`config.mk`:
```
export PLATFORM = sky130hd
export DESIGN_NAME = sha512_message_padder_top
export DESIGN_NICKNAME = d
export VERILOG_FILES = /design/src/sv/shapad_pkg.sv /design/src/sv/shapad_ctrl.sv /design/src/sv/shapad_dp.sv /design/src/sv/sha512_message_padder_top.sv
export SDC_FILE = /design/constraint.sdc
export NUM_CORES = 1
export LEC_CHECK = 0
export ABC_CLOCK_PERIOD_IN_PS = 7450
export BUFFER_PORTS_ARGS = -buffer_cell sky130_fd_sc_hd__clkbuf_2
export CAP_MARGIN = 20
export CORE_MARGIN = 2
export CORE_UTILIZATION = 40
export DETAILED_ROUTE_END_ITERATION = 8
export PLACE_DENSITY = 0.65
export SLEW_MARGIN = 15
export SYNTH_ARGS = -nofsm -noshare
export SYNTH_HDL_FRONTEND = slang
export SYNTH_SLANG_ARGS = --single-unit
```
`constraint.sdc`:
```
create_clock -name aclk -period 7.45 [get_ports aclk]
set_clock_uncertainty 0.2 [all_clocks]
set_input_delay 2.235 -clock aclk [delete_from_list [all_inputs] [get_ports aclk]]
set_output_delay 2.235 -clock aclk [all_outputs]
set_load 0.01 [all_outputs]
```
`src/sv/shapad_pkg.sv`:
```
// ----------------------------------------------------------------------------
// shapad_pkg
// Shared constants and controller/datapath interface types of the
// SHA-512 message padder.
// ----------------------------------------------------------------------------
package shapad_pkg;

    localparam int WORD_BITS            = 64;
    localparam int WORD_NIBS            = WORD_BITS / 4;
    localparam int POS_W                = $clog2(WORD_NIBS);
    localparam int DEF_BLOCK_BITS       = 1024;
    localparam int DEF_LENGTH_OFF_BITS  = 896;
    localparam logic [3:0] PAD_MARK     = 4'h8;

    // valid_nibbles codes
    localparam logic [1:0] VN_NONE = 2'd0;
    localparam logic [1:0] VN_HIGH = 2'd1;

    // commands from the controller, at most one per cycle
    typedef struct packed {
        logic accept;     // take the input item
        logic emit_mark;  // close the open word with the one bit
        logic emit_zero;  // zero fill word
        logic emit_len;   // next word of the length field
    } cmd_t;

    // status from the datapath
    typedef struct packed {
        logic out_free;     // output register can be loaded this cycle
        logic offset_next;  // word after the current one starts the length field
        logic len_last;     // current length word is the final one
    } sts_t;

endpackage

```
`src/sv/shapad_ctrl.sv`:
```
// ----------------------------------------------------------------------------
// shapad_ctrl
// Sequencer: message phase, then one-bit word, zero fill words and length
// words of the padding.
// ----------------------------------------------------------------------------
module shapad_ctrl (
    input  logic              aclk,
    input  logic              aresetn,
    input  logic              s_tvalid,
    input  logic              s_tlast,
    output logic              s_tready,
    input  shapad_pkg::sts_t  sts,
    output shapad_pkg::cmd_t  cmd
);

    typedef enum logic [1:0] {
        ST_MSG,
        ST_MARK,
        ST_ZERO,
        ST_LEN
    } state_t;

    state_t state_reg;
    state_t state_next;

    assign s_tready = (state_reg == ST_MSG) && sts.out_free;

    always_comb begin
        cmd        = '0;
        state_next = state_reg;
        case (state_reg)
            ST_MSG: begin
                if (s_tvalid && s_tready) begin
                    cmd.accept = 1'b1;
                    if (s_tlast) begin
                        state_next = ST_MARK;
                    end
                end
            end
            ST_MARK, ST_ZERO: begin
                if (sts.out_free) begin
                    cmd.emit_mark = (state_reg == ST_MARK);
                    cmd.emit_zero = (state_reg == ST_ZERO);
                    state_next    = sts.offset_next ? ST_LEN : ST_ZERO;
                end
            end
            ST_LEN: begin
                if (sts.out_free) begin
                    cmd.emit_len = 1'b1;
                    if (sts.len_last) begin
                        state_next = ST_MSG;
                    end
                end
            end
            default: begin
                state_next = ST_MSG;
            end
        endcase
    end

    always_ff @(posedge aclk) begin
        if (!aresetn) begin
            state_reg <= ST_MSG;
        end else begin
            state_reg <= state_next;
        end
    end

endmodule

```
`src/sv/shapad_dp.sv`:
```
// ----------------------------------------------------------------------------
// shapad_dp
// Word assembly, block position, nibble counter, length words and the
// output register.
// ----------------------------------------------------------------------------
module shapad_dp #(
    parameter int BLOCK_BITS         = shapad_pkg::DEF_BLOCK_BITS,
    parameter int LENGTH_OFFSET_BITS = shapad_pkg::DEF_LENGTH_OFF_BITS
) (
    input  logic                               aclk,
    input  logic                               aresetn,
    input  logic [15:0]                        s_tdata,
    input  shapad_pkg::cmd_t                   cmd,
    output shapad_pkg::sts_t                   sts,
    output logic                               m_tvalid,
    input  logic                               m_tready,
    output logic [shapad_pkg::WORD_BITS-1:0]   m_tdata,
    output logic                               m_tuser,
    output logic                               m_tlast
);

    localparam int WB           = shapad_pkg::WORD_BITS;
    localparam int PW           = shapad_pkg::POS_W;
    localparam int BLOCK_WORDS  = BLOCK_BITS / WB;
    localparam int OFFSET_WORDS = LENGTH_OFFSET_BITS / WB;
    localparam int LEN_WORDS    = BLOCK_WORDS - OFFSET_WORDS;
    localparam int IDX_W        = (BLOCK_WORDS > 1) ? $clog2(BLOCK_WORDS) : 1;
    localparam int LCNT_W       = (LEN_WORDS > 1) ? $clog2(LEN_WORDS) : 1;

    logic [WB-1:0]     partial_word_reg;
    logic [WB-1:0]     partial_word_next;
    logic [PW-1:0]     pos_reg;
    logic [PW-1:0]     pos_next;
    logic [IDX_W-1:0]  idx_reg;
    logic [IDX_W-1:0]  idx_inc;
    logic [63:0]       count_reg;
    logic [63:0]       count_next;
    logic [LCNT_W-1:0] len_cnt_reg;
    logic              valid_reg;
    logic [WB-1:0]     word_reg;
    logic              blk_reg;
    logic              last_reg;

    logic [7:0]        data_byte;
    logic [1:0]        valid_nibbles;
    logic              take_hi;
    logic              take_lo;
    logic [PW:0]       pos_t;
    logic              msg_emit;
    logic [WB-1:0]     msg_word;
    logic [PW+2:0]     pw_shift;
    logic [PW+1:0]     mark_shift;
    logic [WB-1:0]     mark_word;
    logic [WB-1:0]     len_word;
    logic              at_block_end;
    logic              load;
    logic [WB-1:0]     load_word;

    assign data_byte     = s_tdata[7:0];
    assign valid_nibbles = s_tdata[9:8];
    assign take_hi       = (valid_nibbles != shapad_pkg::VN_NONE);
    assign take_lo       = take_hi && (valid_nibbles != shapad_pkg::VN_HIGH);

    // pack up to two nibbles, a full word leaves at most once per item
    always_comb begin
        partial_word_next = partial_word_reg;
        pos_t             = {1'b0, pos_reg};
        msg_emit          = 1'b0;
        msg_word          = '0;
        if (take_hi) begin
            partial_word_next = {partial_word_next[WB-5:0], data_byte[7:4]};
            pos_t             = pos_t + 1'b1;
            if (pos_t[PW]) begin
                msg_emit          = 1'b1;
                msg_word          = partial_word_next;
                partial_word_next = '0;
                pos_t             = '0;
            end
        end
        if (take_lo) begin
            partial_word_next = {partial_word_next[WB-5:0], data_byte[3:0]};
            pos_t             = pos_t + 1'b1;
            if (pos_t[PW]) begin
                msg_emit          = 1'b1;
                msg_word          = partial_word_next;
                partial_word_next = '0;
                pos_t             = '0;
            end
        end
        pos_next   = pos_t[PW-1:0];
        count_next = count_reg + {62'd0, take_lo, take_hi ^ take_lo};
    end

    // open word left-aligned, one bit right after it
    assign pw_shift   = {(PW+1)'(shapad_pkg::WORD_NIBS) - {1'b0, pos_reg}, 2'b00};
    assign mark_shift = {(PW)'(shapad_pkg::WORD_NIBS - 1) - pos_reg, 2'b00};
    assign mark_word  = (partial_word_reg << pw_shift)
                      | ({{(WB-4){1'b0}}, shapad_pkg::PAD_MARK} << mark_shift);

    // bit length is 4 * nibble count, 66 bits at the bottom of the field
    always_comb begin
        if (len_cnt_reg == '0) begin
            len_word = {count_reg[61:0], 2'b00};
        end else if (len_cnt_reg == LCNT_W'(1)) begin
            len_word = {{(WB-2){1'b0}}, count_reg[63:62]};
        end else begin
            len_word = '0;
        end
    end

    assign at_block_end = (idx_reg == IDX_W'(BLOCK_WORDS - 1));
    assign idx_inc      = at_block_end ? '0 : idx_reg + 1'b1;

    assign sts.out_free    = !valid_reg || m_tready;
    assign sts.offset_next = (idx_inc == IDX_W'(OFFSET_WORDS));
    assign sts.len_last    = (len_cnt_reg == '0);

    assign load = (cmd.accept && msg_emit) || cmd.emit_mark || cmd.emit_zero
               || cmd.emit_len;

    always_comb begin
        if (cmd.emit_mark) begin
            load_word = mark_word;
        end else if (cmd.emit_len) begin
            load_word = len_word;
        end else if (cmd.accept) begin
            load_word = msg_word;
        end else begin
            load_word = '0;
        end
    end

    always_ff @(posedge aclk) begin
        if (!aresetn) begin
            partial_word_reg <= '0;
            pos_reg          <= '0;
            idx_reg          <= '0;
            count_reg        <= '0;
            len_cnt_reg      <= LCNT_W'(LEN_WORDS - 1);
            valid_reg        <= 1'b0;
        end else begin
            if (cmd.accept) begin
                partial_word_reg <= partial_word_next;
                pos_reg          <= pos_next;
                count_reg        <= count_next;
            end
            if (cmd.emit_mark) begin
                partial_word_reg <= '0;
                pos_reg          <= '0;
            end
            if (cmd.emit_len) begin
                if (sts.len_last) begin
                    len_cnt_reg <= LCNT_W'(LEN_WORDS - 1);
                    count_reg   <= '0;
                end else begin
                    len_cnt_reg <= len_cnt_reg - 1'b1;
                end
            end
            if (load) begin
                idx_reg   <= idx_inc;
                valid_reg <= 1'b1;
            end else if (m_tready) begin
                valid_reg <= 1'b0;
            end
        end
    end

    always_ff @(posedge aclk) begin
        if (load) begin
            word_reg <= load_word;
            blk_reg  <= at_block_end;
            last_reg <= cmd.emit_len && sts.len_last;
        end
    end

    assign m_tvalid = valid_reg;
    assign m_tdata  = word_reg;
    assign m_tuser  = blk_reg;
    assign m_tlast  = last_reg;

endmodule

```
`src/sv/sha512_message_padder_top.sv`:
```
// A word completed by an input item is registered and appears on m_* in the cycle after the transfer.
// Throughput: one input item per cycle while the output side keeps up.
// After the last item the sequencer sends the padding words: the one-bit word, zero
// words and the length words (3 to 18 words); the input waits for that sequencer.
// Reset (aresetn low, synchronous) reinitialises the counters, clears the open word and the output
// valid; the block is then ready for a new message.
// ----------------------------------------------------------------------------
// sha512_message_padder_top
// SHA-512 message padding: packs message nibbles into 64-bit words and appends
// the one bit, zero fill and the 128-bit message length.
// ----------------------------------------------------------------------------
module sha512_message_padder_top #(
    parameter int BLOCK_BITS         = shapad_pkg::DEF_BLOCK_BITS,
    parameter int LENGTH_OFFSET_BITS = shapad_pkg::DEF_LENGTH_OFF_BITS
) (
    input  logic                             aclk,
    input  logic                             aresetn,
    input  logic                             s_tvalid,
    output logic                             s_tready,
    input  logic [15:0]                      s_tdata,   // data_byte[7:0], valid_nibbles[9:8]
    input  logic                             s_tlast,   // is_last
    output logic                             m_tvalid,
    input  logic                             m_tready,
    output logic [shapad_pkg::WORD_BITS-1:0] m_tdata,   // word[63:0]
    output logic                             m_tuser,   // block_end
    output logic                             m_tlast    // message_end
);

    shapad_pkg::cmd_t cmd;
    shapad_pkg::sts_t sts;

    shapad_ctrl u_ctrl (
        .aclk     (aclk),
        .aresetn  (aresetn),
        .s_tvalid (s_tvalid),
        .s_tlast  (s_tlast),
        .s_tready (s_tready),
        .sts      (sts),
        .cmd      (cmd)
    );

    shapad_dp #(
        .BLOCK_BITS         (BLOCK_BITS),
        .LENGTH_OFFSET_BITS (LENGTH_OFFSET_BITS)
    ) u_dp (
        .aclk     (aclk),
        .aresetn  (aresetn),
        .s_tdata  (s_tdata),
        .cmd      (cmd),
        .sts      (sts),
        .m_tvalid (m_tvalid),
        .m_tready (m_tready),
        .m_tdata  (m_tdata),
        .m_tuser  (m_tuser),
        .m_tlast  (m_tlast)
    );

`ifndef NO_ASSERTIONS
    // the length field always closes a block
    a_end_on_block: assert property (@(posedge aclk) disable iff (!aresetn)
        m_tvalid && m_tlast |-> m_tuser)
        else $error("message end word not at block end");

    // controller issues at most one command per cycle
    a_cmd_onehot: assert property (@(posedge aclk) disable iff (!aresetn)
        $onehot0({cmd.accept, cmd.emit_mark, cmd.emit_zero, cmd.emit_len}))
        else $error("more than one datapath command");

    // after the final length word the input side opens again
    a_reopen: assert property (@(posedge aclk) disable iff (!aresetn)
        cmd.emit_len && sts.len_last |=> s_tready == (!m_tvalid || m_tready))
        else $error("input not reopened after message end");
`endif

endmodule

```
[Yosys cells after proc, flatten, opt, wreduce, memory -nomap -nowiden]
Cells that the tools add are included.
Cells by class
  reductions and logical operators: 18
  div/mod/pow operators: 0
  magnitude comparators: 0
  muxes and demuxes: 40
  shift operators: 2
  $mul: 0
  bitwise operators: 4
  equal/unequal tests: 11
  $add $sub $neg: 7
Operators with widths (number)
  $mux W64: 15
  $add A64 B2 Y64: 1
  $or A64 B64 Y64: 1
  $shl A4 B6 Y64 const A: 1
  $shl A64 B7 Y64: 1
  $mux W4: 5
  $mux W2: 7
  $mux W1: 12
  $add A4 B1 Y5 const B: 2
  $eq A4 B4 Y1 const B: 2
  $ne A2 B1 Y1 const B: 3
  $ne A2 B2 Y1 const B: 3
  $pmux W2 S3: 1
  $reduce_bool A2 Y1: 3
  $logic_and A1 B1 Y1: 5
  $reduce_and A5 Y1: 1
  $sub A5 B4 Y5 const A: 1
  $add A4 B1 Y4 const B: 1
  $eq A2 B2 Y1 const B: 2
  $logic_or A1 B1 Y1: 4
  $reduce_or A2 Y1: 2
  $sub A4 B4 Y4 const A: 1
  $eq A2 B1 Y1 const B: 1
  $logic_not A2 Y1: 1
  other kinds (5): 6
Word-level totals
  RAM bits: 0
  output and inout bits: 68
  flip-flop bits (word level): 206
  word-level logic and storage cells: 93
  bits in read-only memories: 0
  memories: 0
  latch bits: 0

[Depth between registers and ports, before layout]
Gate-level depths: netlist of run 1.
  depth after elaboration: 11
  mapped depth: 19

[Hierarchy]
A second synthesis of run 1 with hierarchy kept.
Second synthesis, totals
  cell total of the unflattened synthesis: 1494
  area, all modules: 13102.6 um^2
By module, submodules not included
  shapad_dp: cells each 1469, times used 1, sequential area each 4744.6 um^2, area an instance 12876.1 um^2
  shapad_ctrl: cells each 25, times used 1, sequential area each 40.0 um^2, area an instance 226.5 um^2

[Worst setup path before layout of run 1]
Ideal clock, no wire load.
  path kind: input to register
  start point: in s_tdata[9]
  end point: reg u_dp.word_reg[0], in the netlist u_dp.m_tdata[0] (enable)
  slack: 1.614 ns
  data required time: 6.830 ns
  cell stages on the path: 10
  library setup time: 0.420 ns
  path buffers: 3
  arrival: 5.216 ns
  cells stage by stage: or2_1 buf_2 o21ai_0 ha_1 clkbuf_1 nor3b_1 and2_1 buf_2 o22ai_2 inv_1
On the way
  cells in the longest elaborated chain, start to end: 9
RTL lines
  start, declared: line sha512_message_padder_top.sv:20  | input logic [15:0] s_tdata,
  $reduce_bool A2 Y1: line shapad_dp.sv:61  | assign take_hi = (valid_nibbles != shapad_pkg::VN_NONE);
  $mux W4: line shapad_dp.sv:70  | if (take_hi) begin
  $add A4 B1 Y5: line shapad_dp.sv:82  | pos_t = pos_t + 1'b1;
  $mux W1: line shapad_dp.sv:83  | if (pos_t[PW]) begin
  $mux W1 (*): line shapad_dp.sv:80  | if (take_lo) begin
  $logic_and A1 B1 Y1 (*): line shapad_dp.sv:118  | assign load = (cmd.accept && msg_emit) || cmd.emit_mark || cmd.emit_zero
  $logic_or A1 B1 Y1 (*) (2 in a row): line shapad_dp.sv:118
  $logic_or A1 B1 Y1 (*): line shapad_dp.sv:119  | || cmd.emit_len;
  via u_dp.load: line shapad_dp.sv:56  | logic load;
  end signal, assigned: line shapad_dp.sv:170  | word_reg <= load_word;
  end, declared: line shapad_dp.sv:40  | logic [WB-1:0] word_reg;
Mark *: on every way through the listed nets, which the timed path passes. The rest lies on a longest branch.
A chain may end at the register's enable or synchronous reset.

[Final worst setup path of run 1]
  start point: in s_tdata[8]
  end point: reg u_dp.word_reg[2], in the netlist u_dp.m_tdata[2] (enable)
The elaborated chain is that of the path after synthesis.

==> results of run 1 <==
## power by group
group / internal [µW] / switching, µW
clock network: 700 / 502
registers: 1370 / 319
logic: 761 / 1380
## Yosys cell counts (all sizes together) (5+ instances only)
master,count
a41oi,5
a31oi,8
or4,28
clkbuf,130
buf,44
a221o,7
a211oi,56
nor2b,9
o21ai,122
ha,17
edfxtp,66
o22ai,12
xor2,21
mux2,36
a21oi,94
dfxtp,140
nor3,17
xnor2,12
o31ai,26
mux2i,64
or3,14
mux4,14
a221oi,57
nand2,139
nand4,29
and4,10
and2,10
nor4,9
o211ai,12
nor2,77
and3,14
inv,19
o221ai,25
nand3,55
a32oi,12
nand2b,13
a2bb2oi,8
a22oi,62
a222oi,8
## logic make-up after synthesis
group           Yosys count  synth area share
mux                     114             0.102
xor+xnor                 33            0.0215
compound gates          541             0.278
buf+inv                 194            0.0580
flops                   206             0.356
simple gates            436             0.167
fa+ha+maj                18            0.0173
## critical path, cell delays in order
cell and delay (ps):
clkbuf_2 270, or2_1 450, o21ai_0 290, ha_1 370
nor3b_1 280, and2_2 570, o22ai_2 300, inv_2 610
buf_12 320
## metal layers
metal,global-route usage,vias up
li1,-,5920
met1,0.382,6558
met2,0.427,839
met3,0.0602,166
met4,0.118,0
met5,0,-
## metrics by stage
step            util  area (µm²)
2_1_floorplan      -       13400
6_report       0.444       14800
5_1_grt        0.444       14800
3_3_place_gp   0.420       14000
3_5_place_dp   0.420       14000
4_1_cts        0.444       14800
## layout by cell type (no fill, tap or decap), drive strengths merged, types with 8 or more instances in the layout
| cell | n |
|---|---|
| mux2i | 64 |
| o211ai | 12 |
| mux4 | 14 |
| and4 | 10 |
| and2 | 10 |
| inv | 20 |
| nor3 | 17 |
| a21oi | 94 |
| buf | 27 |
| a211oi | 56 |
| nand2b | 13 |
| nor4 | 9 |
| nand4 | 29 |
| clkinv | 13 |
| edfxtp | 66 |
| a221oi | 57 |
| xnor2 | 12 |
| dfxtp | 140 |
| a22oi | 62 |
| mux2 | 36 |
| nor2b | 9 |
| clkbuf | 108 |
| ha | 17 |
| o21ai | 122 |
| or4 | 28 |
| o22ai | 12 |
| nand3 | 55 |
| a32oi | 12 |
| a31oi | 8 |
| or3 | 14 |
| o31ai | 26 |
| and3 | 14 |
| a222oi | 8 |
| xor2 | 21 |
| o221ai | 25 |
| a2bb2oi | 8 |
| nand2 | 139 |
| nor2 | 77 |
## worst paths after layout
path	start	to	slack, ps	depth (start not counted)
hold reg to reg	u_dp.idx_reg[3]$_SDFFE_PN0P_	u_dp.idx_reg[3]$_SDFFE_PN0P_	280	2
hold / removal	u_dp.idx_reg[3]$_SDFFE_PN0P_	u_dp.idx_reg[3]$_SDFFE_PN0P_	280	2
setup reg to reg	u_dp.pos_reg[0]$_SDFFE_PP0P_	u_dp.m_tdata[2]$_DFFE_PP_	2360	10
setup / recovery	s_tdata[8]	u_dp.m_tdata[2]$_DFFE_PP_	1720	9
## layout make-up
class / instances / area, µm² / area share
flip-flops and latches: 206 / 4790 / 0.324
clock buffers: 26 / 608 / 0.0411
multi-input cells: 1142 / 7940 / 0.537
repair buffers: 109 / 626 / 0.0423
well taps: 448 / 561 / 0.0379
inverters: 20 / 75.1 / 0.00508
clock inverters: 18 / 191 / 0.0129
==> impl_metrics.json, run 1 <==
{
  "status": "completed",
  "placementRows": 67,
  "clock_latency_ps": 540,
  "drtAntennaViolNets": 0,
  "place_inst": 1925,
  "num_vias": 13500,
  "coreArea_mm2": 0.0333,
  "synth_area_per_cell_um2": 8.71,
  "final_nets": 1542,
  "clkTransAtPathRegs_ps": 60,
  "critPathArrivalTime_ps": 5750,
  "antenna_found_initial": 1,
  "ys.warnings.count": 0,
  "slew_headroom": 0.219,
  "fin_ws_ps": 1720,
  "clock_path_buffers": 3,
  "syn_area_mm2": 0.0134,
  "hold_path_class": "register to register",
  "post-place-ws_ps": 1180,
  "cp-end-kind": "register",
  "leakage_uw": 0.00461,
  "holdWs_ps": 283,
  "io_buffers": 82,
  "drv_slew": 0,
  "drtIter0Drc": 2093,
  "max-cap-violations": 0,
  "synthTopCellsByArea": "dfxtp_1 (21%), edfxtp_1 (15%), mux2i_1 (4.8%), o21ai_0 (4.4%), nand2_1 (3.9%)",
  "crit_fanout": 34,
  "power_uw": 5040,
  "routabilityCongestion": 1.02,
  "powerDensity_mw_per_mm2": 340,
  "cts.htree.levels": 1,
  "start_util": 0.403,
  "cts_resized": 0,
  "grt_remaining_overflow": 0,
  "cts_tree": "yes",
  "syn-num-nets": 1581,
  "cts_made_buffers": 24,
  "dpl.hpwl_um": 35000,
  "hold_buffers": 0,
  "irDropWorstVdd_mv": 0.218,
  "dieArea_mm2": 0.0350,
  "grt_pass1_vias": 12000,
  "async_flop_share": 0,
  "track_usage": 0.279,
  "via_per_inst": 6.85,
  "drive_gt1_frac": 0.150,
  "synth_cells": 1542,
  "grt_max_degree": 75,
  "fin_tns_setup_ps": 0,
  "synth_top_area_cell": "dfxtp_1",
  "antenna_cells": 0,
  "wl_met1_um": 21000,
  "worst_pin_slew_ps": 1170,
  "ys_seq_elements": 206,
  "ys_seq_area_frac": 0.356,
  "drt_first_pass_iters": 8,
  "finalSetupViolations": 0,
  "required_ps": 7470,
  "top_layer_used": "met4",
  "wl_met2_um": 22200,
  "nFillCells": 3284,
  "synth_enable_flop_cells": 66,
  "post_cts_buffers": 0,
  "critPathKind": "input port to register",
  "final-hold-violation-count": 0,
  "route.met3.wl_um": 5160,
  "period_minus_slack_ps": 5730,
  "routedWlPerCell_um": 25.9,
  "rsz0062_at_grt": "no",
  "die_x_um": 187,
  "ys.flop_type": "dfxtp_1",
  "fmax_ghz": 0.175,
  "drc": 0,
  "postRouteWirelength_um": 51100,
  "fin_crit_sh": 0.769,
  "pin_count": 89,
  "die_y_um": 187,
  "synth.distinct_cells": 77,
  "clock-sinks": 206,
  "startpoint_type": "input port",
  "clock-root-buffer": "clkbuf_16",
  "syn2layout_area_growth_pct": 10.2,
  "grt_pass1_wl_um": 76100,
  "final_cells": 1969,
  "synth_top_area_share": 0.209
}
(Power assumes the default switching activity.)
==> run 2, diff against run 1 <==
ABC_AREA = 1   (was unset)
ABC_CLOCK_PERIOD_IN_PS = 4850   (was 7450)
PLACE_DENSITY = 0.66   (was 0.65)
clock period = 4.85 ns   (was 7.45 ns; I/O delays follow)
==> run 2 against run 1 <==
Final cell count rose by 64%; hold slack got worse by 0.95 ps; synthesized cell count rose by 77%; critical path depth rose by 7; power rose by 66%; flip-flop and latch count did not move; register-to-register slack got worse by 1200 ps; setup slack got worse by 930 ps; clock-buffer cell count rose by 1; cell area rose by 17%; wire length rose by 17%; critical endpoint is now u_dp.count_reg[40]$_SDFF_PN0_; largest power group unchanged.
==> impl_metrics.json, run 2 <==
{
  "r2r-start": "u_dp.pos_reg[3]$_SDFFE_PP0P_",
  "finalSetupViolations": 0,
  "synth.distinct_cells": 48,
  "hold_path_class": "register to register",
  "critPathLaunch": "s_tdata[8]",
  "critPathKind": "input port to register",
  "routabilityCongestion": 0.948,
  "ys_seq_area_frac": 0.302,
  "start_util": 0.408,
  "max-cap-violations": 0,
  "synthTopCellsByArea": "nand2_1 (27%), dfxtp_1 (18%), edfxtp_1 (12%), nor2_1 (6.2%), o21ai_0 (5.6%)",
  "crit_fanout": 6,
  "fmax_ghz": 0.246,
  "worst_pin_slew_ps": 927,
  "drc": 0,
  "ys.warnings.count": 0,
  "grt_pass1_wl_um": 92900,
  "grt_remaining_overflow": 0,
  "crit_path_top_delay_cell": "fa_1",
  "hold_buffers": 0,
  "slew_headroom": 0.382,
  "antenna_found_initial": 1,
  "cp-endpoint": "u_dp.count_reg[40]$_SDFF_PN0_",
  "synth_cells": 2723,
  "nFillCells": 4287,
  "critical-path-top-delay-family": "simple AND/OR/NAND/NOR gates",
  "clkTransAtPathRegs_ps": 70,
  "cp_num_buf_inv": 4,
  "placementRows": 72,
  "powerDensity_mw_per_mm2": 484,
  "clock-sinks": 206,
  "layout_common_cells": "nand2_1 (1115), nor2_1 (261), inv_1 (210)",
  "cts_tree": "yes",
  "track_usage": 0.287,
  "rr_worst_depth": 11,
  "synth_top_area_cell": "nand2_1",
  "pin_count": 89,
  "drtAntennaViolNets": 0,
  "irDropWorstVdd_mv": 0.462,
  "startpoint_type": "input port",
  "clock_path_buffers": 3,
  "fin_crit_sh": 0.837,
  "drtIter0Drc": 1880,
  "cts_resized": 0,
  "critPathArrivalTime_ps": 4290,
  "postRouteWirelength_um": 59900,
  "io_buffers": 82,
  "syn-num-nets": 2762,
  "routedWlPerCell_um": 18.5,
  "fin_tns_setup_ps": 0,
  "syn2layout_area_growth_pct": 9.07,
  "power_uw": 8380,
  "layout_commonest_cell": "nand2_1",
  "coreArea_mm2": 0.0389,
  "drive_gt1_frac": 0.0731,
  "cp_slowest_stage_delay_ps": 500,
  "r2r_setup_slack_ps": 1110,
  "period_minus_slack_ps": 4060,
  "yosysMostFrequentCell": "nand2_1",
  "cp_cell_sequence": "clkbuf_2 -> inv_1 -> nor2_1 -> ha_1 -> inv_1 -> fa_1 -> nor2_2 -> inv_2 -> nor2_4 -> nand3_1 -> nor2_1 -> nand2_1 -> nor2_1 -> nand2_1 -> nand2_1 -> nor2_1",
  "ys_top_cells_by_count": "nand2_1 (1120), nor2_1 (263), inv_1 (210), o21ai_0 (179), nand3_1 (156)",
  "final_nets": 2742,
  "cp-end-kind": "register",
  "num_vias": 17700,
  "final-hold-violation-count": 0,
  "ys_seq_elements": 206,
  "clock_latency_ps": 540,
  "synth_area_per_cell_um2": 5.82,
  "via_per_inst": 5.45,
  "cts.htree.levels": 1,
  "drt_first_pass_iters": 6,
  "grt_max_degree": 125,
  "antenna_cells": 0,
  "required_ps": 5070,
  "cts_made_buffers": 25,
  "synth_enable_flop_cells": 66,
  "post_cts_buffers": 0,
  "async_flop_share": 0,
  "status": "completed",
  "synth_top_area_share": 0.265,
  "leakage_uw": 0.00739,
  "ys.flop_type": "dfxtp_1",
  "die_x_um": 203,
  "rr_endpoint": "u_dp.m_tdata[33]$_DFFE_PP_",
  "worstSetupPathDepth": 16,
  "place_inst": 3193,
  "syn_area_mm2": 0.0159,
  "drv_slew": 0,
  "dpl.hpwl_um": 43100,
  "final_cells": 3239,
  "die_y_um": 203,
  "worst_path_most_repeated_cell": "nor2_1",
  "dieArea_mm2": 0.0413,
  "grt_pass1_vias": 16000,
  "clock-root-buffer": "clkbuf_16",
  "rsz0062_at_grt": "no"
}
## run 2: cell types whose count changed after synthesis, moves of 27 or more
| cell | change |
|---|---|
| a211oi_1 | -55 |
| a21oi_1 | +56 |
| a221oi_1 | -57 |
| a22oi_1 | -57 |
| clkbuf_1 | -36 |
| inv_1 | +193 |
| mux2_2 | -35 |
| mux2i_1 | -52 |
| nand2_1 | +981 |
| nand3_1 | +101 |
| nor2_1 | +186 |
| o21ai_0 | +61 |
| o22ai_1 | +46 |
| or4_1 | -27 |
## run 2: worst min-delay path by stage
stage | cells past startpoint | endpoint | start
finish | 2 | u_dp.partial_word_reg[30]$_SDFFE_PP0P_ | u_dp.partial_word_reg[30]$_SDFFE_PP0P_
global route | 2 | u_dp.partial_word_reg[12]$_SDFFE_PP0P_ | u_dp.partial_word_reg[12]$_SDFFE_PP0P_
CTS | 2 | u_dp.partial_word_reg[30]$_SDFFE_PP0P_ | u_dp.partial_word_reg[30]$_SDFFE_PP0P_
detailed placement | 2 | u_dp.partial_word_reg[30]$_SDFFE_PP0P_ | u_dp.partial_word_reg[30]$_SDFFE_PP0P_
global placement | 2 | u_dp.partial_word_reg[42]$_SDFFE_PP0P_ | u_dp.partial_word_reg[42]$_SDFFE_PP0P_
floorplan | 2 | u_dp.count_reg[0]$_SDFF_PN0_ | u_dp.count_reg[0]$_SDFF_PN0_
## run 2: cell families after synthesis
group,synth area share
fa+ha+maj,0.0147
compound gates,0.156
flops,0.302
simple gates,0.404
xor+xnor,0.0126
mux,0.00757
buf+inv,0.104
## run 2: power breakdown
group	internal [µW]	total, µW	leakage [µW]	switching (µW)
clock	1050	1840	0.000369	795
combinational	1130	4020	0.00526	2890
sequential	2270	2520	0.00176	243
total	4450	8380	0.00739	3920
## run 2: layer usage
layer,GRT usage,share of wire
met1,0.402,0.44
met2,0.442,0.43
met3,0.0384,0.080
met4,0.125,0.049
met5,0,0.00017
## run 2: worst reg2reg max path: stages, from the launching register on
cell and delay (ps):
dfxtp_1 750, inv_1 480, nand3_1 270, inv_2 60
nor2_2 350, nand2_1 100, buf_4 220, inv_2 610
nand3_1 140, o21ai_0 160, inv_1 130, nand2_1 130
## run 2: metrics by stage
| stage | util | cell area (µm²) | hold WS [ps] | setup slack, ps |
|---|---|---|---|---|
| after global placement | 0.424 | 16500 | 269 | 339 |
| after floorplan | - | 15900 | 241 | 493 |
| final | 0.444 | 17300 | 282 | 789 |
| after detailed placement | 0.424 | 16500 | 272 | 315 |
| after CTS | 0.444 | 17300 | 282 | 885 |
| after global routing | 0.444 | 17300 | 301 | 683 |
## run 2: cell type report
cell class / instances / area, µm² / share of cell area
clock inverter: 18 / 151 / 0.00875
timing repair buffer: 110 / 673 / 0.0389
clock buffer: 27 / 633 / 0.0366
tap: 518 / 648 / 0.0375
inverter: 248 / 933 / 0.0540
sequential: 206 / 4790 / 0.277
multi-input combinational: 2112 / 9470 / 0.547
